**src/rtl/sepconv_pkg.sv**
```systemverilog
// Shared types and constants for the separable 3x3 convolution block.
package sepconv_pkg;

   // Frame geometry
   localparam int MAX_WIDTH    = 1024;
   localparam int HEIGHT_LIMIT = 4096;
   localparam int COL_W        = $clog2(MAX_WIDTH);
   localparam int FW_W         = 11;
   localparam int FH_W         = 13;
   localparam int ROW_W        = 13;

   // Data widths
   localparam int PIX_W  = 8;
   localparam int TAP_W  = 16;
   localparam int PV_W   = PIX_W + 1 + TAP_W;   // unsigned pixel times signed tap
   localparam int VW_W   = 28;                  // vertical pass value
   localparam int PH_W   = VW_W + TAP_W;        // vertical value times tap
   localparam int OUT_W  = 48;

   // Configuration port
   localparam int CSR_IDX_W = 4;
   localparam int CSR_DAT_W = 16;

   localparam logic [CSR_IDX_W-1:0] CSR_FRAME_WIDTH  = CSR_IDX_W'(0);
   localparam logic [CSR_IDX_W-1:0] CSR_FRAME_HEIGHT = CSR_IDX_W'(1);
   localparam logic [CSR_IDX_W-1:0] CSR_VERT_TAP_0   = CSR_IDX_W'(2);
   localparam logic [CSR_IDX_W-1:0] CSR_VERT_TAP_1   = CSR_IDX_W'(3);
   localparam logic [CSR_IDX_W-1:0] CSR_VERT_TAP_2   = CSR_IDX_W'(4);
   localparam logic [CSR_IDX_W-1:0] CSR_HORIZ_TAP_0  = CSR_IDX_W'(5);
   localparam logic [CSR_IDX_W-1:0] CSR_HORIZ_TAP_1  = CSR_IDX_W'(6);
   localparam logic [CSR_IDX_W-1:0] CSR_HORIZ_TAP_2  = CSR_IDX_W'(7);

   localparam logic [FW_W-1:0]  WIDTH_RESET  = FW_W'(640);
   localparam logic [FH_W-1:0]  HEIGHT_RESET = FH_W'(480);
   localparam logic [TAP_W-1:0] TAP_RESET    = TAP_W'(4096);

   // Controller to datapath commands
   typedef struct packed {
      logic             mem_en;    // working word accepted: read both line banks
      logic             mem_we;    // write pixel into current row bank
      logic             mem_bank;  // parity of current row
      logic [COL_W-1:0] mem_col;
      logic             vmul;      // vertical products
      logic             vadd;      // vertical sum, window shift
      logic             hmul;      // horizontal products
      logic             hadd;      // horizontal sum, finish item
      logic             above2_ok; // row two up lies inside the frame
      logic             above1_ok; // row one up lies inside the frame
      logic             col_zero;  // first column of a row
      logic             left_ok;   // left neighbor present
      logic             has_out;   // item produces a result word
      logic             frame_end; // last result of the frame
   } dp_cmd_type;

   // Datapath to controller status
   typedef struct packed {
      logic out_free; // output register can take a word this cycle
   } dp_sts_type;

endpackage

```
**src/rtl/sepconv_ctrl.sv**
```systemverilog
// Controller: geometry registers, stream position and item sequencing.
module sepconv_ctrl (
   input  logic                           clock,
   input  logic                           reset,
   input  logic                           req_tvalid,
   output logic                           req_tready,
   input  logic                           req_mode,
   input  logic                           csr_we,
   input  logic [sepconv_pkg::CSR_IDX_W-1:0] csr_index,
   input  logic [sepconv_pkg::CSR_DAT_W-1:0] csr_wdata,
   input  sepconv_pkg::dp_sts_type        sts,
   output sepconv_pkg::dp_cmd_type        cmd
);
   import sepconv_pkg::*;

   localparam logic [2:0] ST_IDLE = 3'd0;
   localparam logic [2:0] ST_VMUL = 3'd1;
   localparam logic [2:0] ST_VADD = 3'd2;
   localparam logic [2:0] ST_HMUL = 3'd3;
   localparam logic [2:0] ST_HADD = 3'd4;

   logic [2:0]       state_ff, state_in;
   logic [FW_W-1:0]  width_ff;
   logic [FH_W-1:0]  height_ff;
   logic [ROW_W-1:0] row_ff, row_in;
   logic [COL_W-1:0] col_ff, col_in;
   logic             above2_ok_ff, above1_ok_ff, col_zero_ff, left_ok_ff;
   logic             has_out_ff, frame_end_ff;

   logic [FW_W-1:0]  eff_w;
   logic [FH_W-1:0]  eff_h;
   logic [FW_W-1:0]  col_nx;
   logic             tail, accept, work, last_slot, geo_wr, finish;

   // Clamp geometry to the supported range
   always_comb begin
      if (width_ff == '0)
         eff_w = FW_W'(1);
      else if (width_ff > FW_W'(MAX_WIDTH))
         eff_w = FW_W'(MAX_WIDTH);
      else
         eff_w = width_ff;
      if (height_ff == '0)
         eff_h = FH_W'(1);
      else if (height_ff > FH_W'(HEIGHT_LIMIT))
         eff_h = FH_W'(HEIGHT_LIMIT);
      else
         eff_h = height_ff;
   end

   // Slot classification
   assign tail       = row_ff >= ROW_W'(eff_h);
   assign req_tready = (state_ff == ST_IDLE);
   assign accept     = req_tvalid && req_tready;
   assign work       = accept && !(req_mode && !tail);
   assign last_slot  = (row_ff == ROW_W'(eff_h) + ROW_W'(1)) && (col_ff == '0);
   assign col_nx     = FW_W'(col_ff) + FW_W'(1);
   assign geo_wr     = csr_we && (csr_index == CSR_FRAME_WIDTH ||
                                  csr_index == CSR_FRAME_HEIGHT);
   assign finish     = (state_ff == ST_HADD) && (!has_out_ff || sts.out_free);

   // Advance the stream position; wrap after the last tail slot, restart on a geometry write
   always_comb begin
      row_in = row_ff;
      col_in = col_ff;
      if (geo_wr) begin
         row_in = '0;
         col_in = '0;
      end else if (work) begin
         if (last_slot) begin
            row_in = '0;
            col_in = '0;
         end else if (col_nx >= eff_w) begin
            row_in = row_ff + ROW_W'(1);
            col_in = '0;
         end else begin
            col_in = col_nx[COL_W-1:0];
         end
      end
   end

   // Step through the item sequence
   always_comb begin
      state_in = state_ff;
      unique case (state_ff)
         ST_IDLE: if (work) state_in = ST_VMUL;
         ST_VMUL: state_in = ST_VADD;
         ST_VADD: state_in = ST_HMUL;
         ST_HMUL: state_in = ST_HADD;
         ST_HADD: if (finish) state_in = ST_IDLE;
         default: state_in = ST_IDLE;
      endcase
   end

   always_ff @(posedge clock) begin
      if (reset) begin
         state_ff  <= ST_IDLE;
         width_ff  <= WIDTH_RESET;
         height_ff <= HEIGHT_RESET;
         row_ff    <= '0;
         col_ff    <= '0;
      end else begin
         state_ff <= state_in;
         row_ff   <= row_in;
         col_ff   <= col_in;
         if (csr_we && csr_index == CSR_FRAME_WIDTH)
            width_ff <= csr_wdata[FW_W-1:0];
         if (csr_we && csr_index == CSR_FRAME_HEIGHT)
            height_ff <= csr_wdata[FH_W-1:0];
      end
   end

   // Latch per-item flags at acceptance
   always_ff @(posedge clock) begin
      if (work) begin
         above2_ok_ff <= row_ff >= ROW_W'(2);
         above1_ok_ff <= (row_ff != '0) && (row_ff <= ROW_W'(eff_h));
         col_zero_ff  <= col_ff == '0;
         left_ok_ff   <= (col_ff == '0) ? (eff_w >= FW_W'(2)) : (col_ff >= COL_W'(2));
         has_out_ff   <= (row_ff >= ROW_W'(2)) || (row_ff == ROW_W'(1) && col_ff != '0);
         frame_end_ff <= last_slot;
      end
   end

   // Drive datapath commands
   always_comb begin
      cmd.mem_en    = work;
      cmd.mem_we    = work && !tail;
      cmd.mem_bank  = row_ff[0];
      cmd.mem_col   = col_ff;
      cmd.vmul      = state_ff == ST_VMUL;
      cmd.vadd      = state_ff == ST_VADD;
      cmd.hmul      = state_ff == ST_HMUL;
      cmd.hadd      = finish;
      cmd.above2_ok = above2_ok_ff;
      cmd.above1_ok = above1_ok_ff;
      cmd.col_zero  = col_zero_ff;
      cmd.left_ok   = left_ok_ff;
      cmd.has_out   = has_out_ff;
      cmd.frame_end = frame_end_ff;
   end

endmodule

```
**config.mk**
```make
export PLATFORM = sky130hd
export DESIGN_NAME = sepconv_ctrl
export DESIGN_NICKNAME = d
export VERILOG_FILES = /design/src/rtl/sepconv_pkg.sv /design/src/rtl/sepconv_ctrl.sv
export SDC_FILE = /design/constraint.sdc
export NUM_CORES = 1
export LEC_CHECK = 0
export ABC_AREA = 1
export BUFFER_PORTS_ARGS = -buffer_cell sky130_fd_sc_hd__buf_2
export CAP_MARGIN = 20
export CELL_PAD_IN_SITES_DETAIL_PLACEMENT = 2
export CELL_PAD_IN_SITES_GLOBAL_PLACEMENT = 2
export CORE_MARGIN = 2
export CORE_UTILIZATION = 35
export DETAILED_ROUTE_END_ITERATION = 10
export PLACE_DENSITY_LB_ADDON = 0.1
export SLEW_MARGIN = 5
export SYNTH_ARGS = -nofsm -noshare
export SYNTH_HDL_FRONTEND = slang
export SYNTH_SLANG_ARGS = --single-unit
export TNS_END_PERCENT = 100
```
**constraint.sdc**
```tcl
create_clock -name clock -period 9.55 [get_ports clock]
set_input_delay 2.865 -clock clock [delete_from_list [all_inputs] [get_ports clock]]
set_output_delay 2.865 -clock clock [all_outputs]
set_load 0.01 [all_outputs]
```
==> results.md <==
- The run finished with clean final reports.
- The commonest non-fill, non-tap cell in the layout is nand2_1.
- The H-tree generated during clock tree synthesis spans 2 levels.
- Setup repair after global routing left no endpoint under its margin.
- Using the TritonRoute via totals, the vias-per-cell ratio works out to 5.205.
- The die area is 12570 sq um.
- The count of non-filler cells in the finished layout is 776.
- The number of violations reported at the end of detailed-routing iteration 0 is 122.
- The post-detailed-route count of antenna-violating nets is 0.
- Of all nets on the critical path, the largest fanout is 12.
- The achievable clock frequency is 0.1453 GHz.
- The clock period minus worst slack is 6.884 ns.
- Cells fill 39.59% of the core in the end.
- Summing the sequential cell areas from Yosys gives 28.88% of the chip area.
- The instance count of the mapped netlist is 599.
- The endpoint class of the critical path is an output port.
- The number of nets in the layout is 690.
- The sort of element at the start of the critical path is an input port.
- The TritonCTS clock tree is yes.
- The placed instances occupy a cell area of 4374 sq um.
- The floorplan step defined a core boundary enclosing 11420 sq um.
- Detailed routing placed a total of 341 um of wire on met3.
- Pin placement for this block handled 50 I/O pins.
- The worst slew margin relative to its limit is 45.53%.
- In this run the biggest area consumer among cell types represents 24.47% of the synthesized area.
- After layout, the worst setup slack is 2.666 ns.
- In this run the worst hold path is classified as register to register.
- The launch instance of the worst min-delay path is width_ff[1].
- For this run the aggregate overflow at the end of global routing stands at 0.
- The number of vias in the routed layout is 4039.
- By area the synthesized netlist is led by dfxtp_1 (24%), nand2_1 (11%), ha_1 (9.8%), nor2_1 (8.8%), inv_1 (6.0%).
- The worst clock skew is 0.004832 ns.
- The length of routed wiring on met1 is 6232 um.
- The first-pass detailed-route iteration total is 4.
- The met2 wire length is 6592 um.
- For this design the static power due to leakage is 0.002247 uW.
- The total CTS buffers is 5.
- The arrival time at the worst endpoint is 4.02 ns.
- The areal power density over the cells is 129.2 nW/um^2.
- The instance count after placement with tap cells included is 768.
- The post-CTS setup-driven buffer insertion count is 0.
- The finished cells cover 4521 sq um.
- The number of antenna violations at the first check in global routing is 0.
- In this run the core area contains 39 standard-cell rows.
- The detailed-route wire length is 13330 um.
- The largest total area in the synthesized netlist belongs to dfxtp_1.
- The area growth from synthesis to layout is 10.52%.
- Counting every net in the synthesized netlist gives 657.
- The chip height is 112.1 um.
- In the finished design, the share of the clock period the worst path needs comes to 72.08%.
- The start-to-end type of the worst setup path is input port to output port.
- Once detailed placement completed, the half-perimeter wirelength came to 10620 um.
- The synthesized design contains 56 register bits.
- A synthesized cell averages 6.828 sq um.
- The initial core utilization is 35.82%.
- Global routing used 22.14% of the available tracks across all layers.
- At the later pin of the worst-skew pair, clock insertion delay measures 0.31 ns.
- Counting the fill cells in the layout gives 1458.
- The port buffer count is 46.
- The number of failing hold endpoints at the final stage is 0.
- The combined area of all synthesized cells is 4090 sq um.
- The sink count of the clock tree is 56.
- After routing, the total negative slack on setup checks comes to 0 ns.
- The source of the critical timing path is req_mode.
- The number of warning messages in the yosys log is 0.
- The minimum setup slack after placement is 2.638 ns.
- The reg-to-reg startpoint is height_ff[8].
- The max-capacitance violation count is 0.
- In the layout the commonest cells are nand2_1 (124), nor2_1 (96), inv_1 (65).
- The cell chosen for the clock root is clkbuf_16.
- The floorplan step set the die width to 112.1 um.
- The detail-routed net length per standard cell is 17.17 um.
- The deepest clock path buffer count is 2.
- At the end of routability-driven placement, the weighted congestion stood at 0.7811.
- Clock-pin slew was measured on the worst setup and hold paths at 0.08 ns.
- The fraction of layout cells with a size suffix above 1 is 14.53%.
- The post-cts repair resize count is 0.
- The count of hold-fix buffers inserted at cts is 0.
- For the pin with the worst max-slew slack, the measured transition is 0.8095 ns.
- Entering global routing, the biggest net connects 27 pins.
- The global-route wire length before repair is 22440 um.
- The worst-case IR drop observed on VDD is 0.07889 mV.
- The number of distinct library cells after synthesis is 40.
- For the worst setup path, the data required time is 6.69 ns.
- The via count of the first global-routing pass came to 4399.
- The post-route DRC violation count is 0.
- The highest metal layer carrying signal wires in the routed design is met4.
- Setup violations remaining at the end of the flow were counted as 0.
- The number of diodes is 0.
- The max-slew violation count came to 0.
through the flow:
step                      total power, uW  hold slack (ns)
after global placement              383.1           0.4665
after CTS                           590.3           0.4837
after detailed placement            392.2           0.4706
after global routing                617.1           0.5116
after floorplan                     350.1           0.4436
final                               584.2           0.4830
state kept, by name (all words and copies together), names as in the netlist:
register      cells
above1_ok_ff      1
above2_ok_ff      1
col_ff           10
col_zero_ff       1
frame_end_ff      1
has_out_ff        1
height_ff        13
left_ok_ff        1
row_ff           13
state_ff          3
width_ff         11
final cells by class:
class	instances	area (sq um)	share of cell area, %
clock buffer	5	125.1	2.768
clock inverter	3	21.27	0.4705
tap	143	178.9	3.958
timing repair buffer	48	245.2	5.425
inverter	73	276.5	6.117
multi-input combinational	448	2492	55.13
sequential	56	1181	26.13
worst paths after layout:
| kind | slack, ns | to | cells after the start |
|---|---|---|---|
| worst max-delay path | 2.67 | cmd[21] | 5 |
| worst min-delay path | 0.48 | width_ff[1] | 2 |
| worst max register to register | 5.51 | row_ff[6] | 19 |
| worst min register to register | 0.48 | width_ff[1] | 2 |
worst max-delay path, stage by stage:
cell	delay [ns]
buf_2	0.10
nand4_1	0.08
nand3_1	0.42
nor3b_1	0.38
buf_2	0.18
cells by family (layout without fill, tap and decap cells):
| kind of cell | count (synthesis) | in the layout | synth area share, % |
|---|---|---|---|
| xor gates and xnor gates | 20 | 20 | 4.466 |
| buffers and inverters | 95 | 129 | 10.19 |
| adders and majority gates | 32 | 32 | 9.789 |
| AOI/OAI and AO/OA | 76 | 76 | 10.03 |
| DFF | 56 | 56 | 28.88 |
| and+or+nand+nor | 320 | 320 | 36.65 |
layer usage:
layer	global-route usage [%]	vias up
li1	-	2006
met1	28.13	1970
met2	39.68	51
met3	2.862	12
met4	5.610	0
met5	0	-
where the power goes:
part | internal, uW | switching [uW] | total [uW]
Sequential | 250 | 13.4 | 263
Combinational | 42.9 | 79.9 | 123
Clock | 98.6 | 99.4 | 198
synthesized netlist by cell type:
cell type	instances
buf_2	1
inv_1	65
xor2_1	17
nand2_8	2
ha_1	32
nor3_1	10
clkinv_1	3
o211ai_1	2
inv_2	4
o21bai_1	2
a41oi_1	2
nor3b_1	1
clkbuf_1	9
nor2_4	2
nor3_2	11
nand2_2	5
buf_6	3
o21a_1	1
nand2_1	124
nor4b_1	1
nand3b_1	1
xnor2_1	2
a32oi_1	1
nor2_1	96
a21oi_1	36
buf_4	9
o2111ai_1	1
nor2_2	4
nand4_2	1
nand3_2	3
o21ai_0	29
nor4_1	6
xor2_2	1
inv_4	1
a31oi_1	2
nand3_1	41
nand2_4	2
edfxtp_1	6
nand4_1	10
dfxtp_1	50
(Power assumes the default switching activity.)
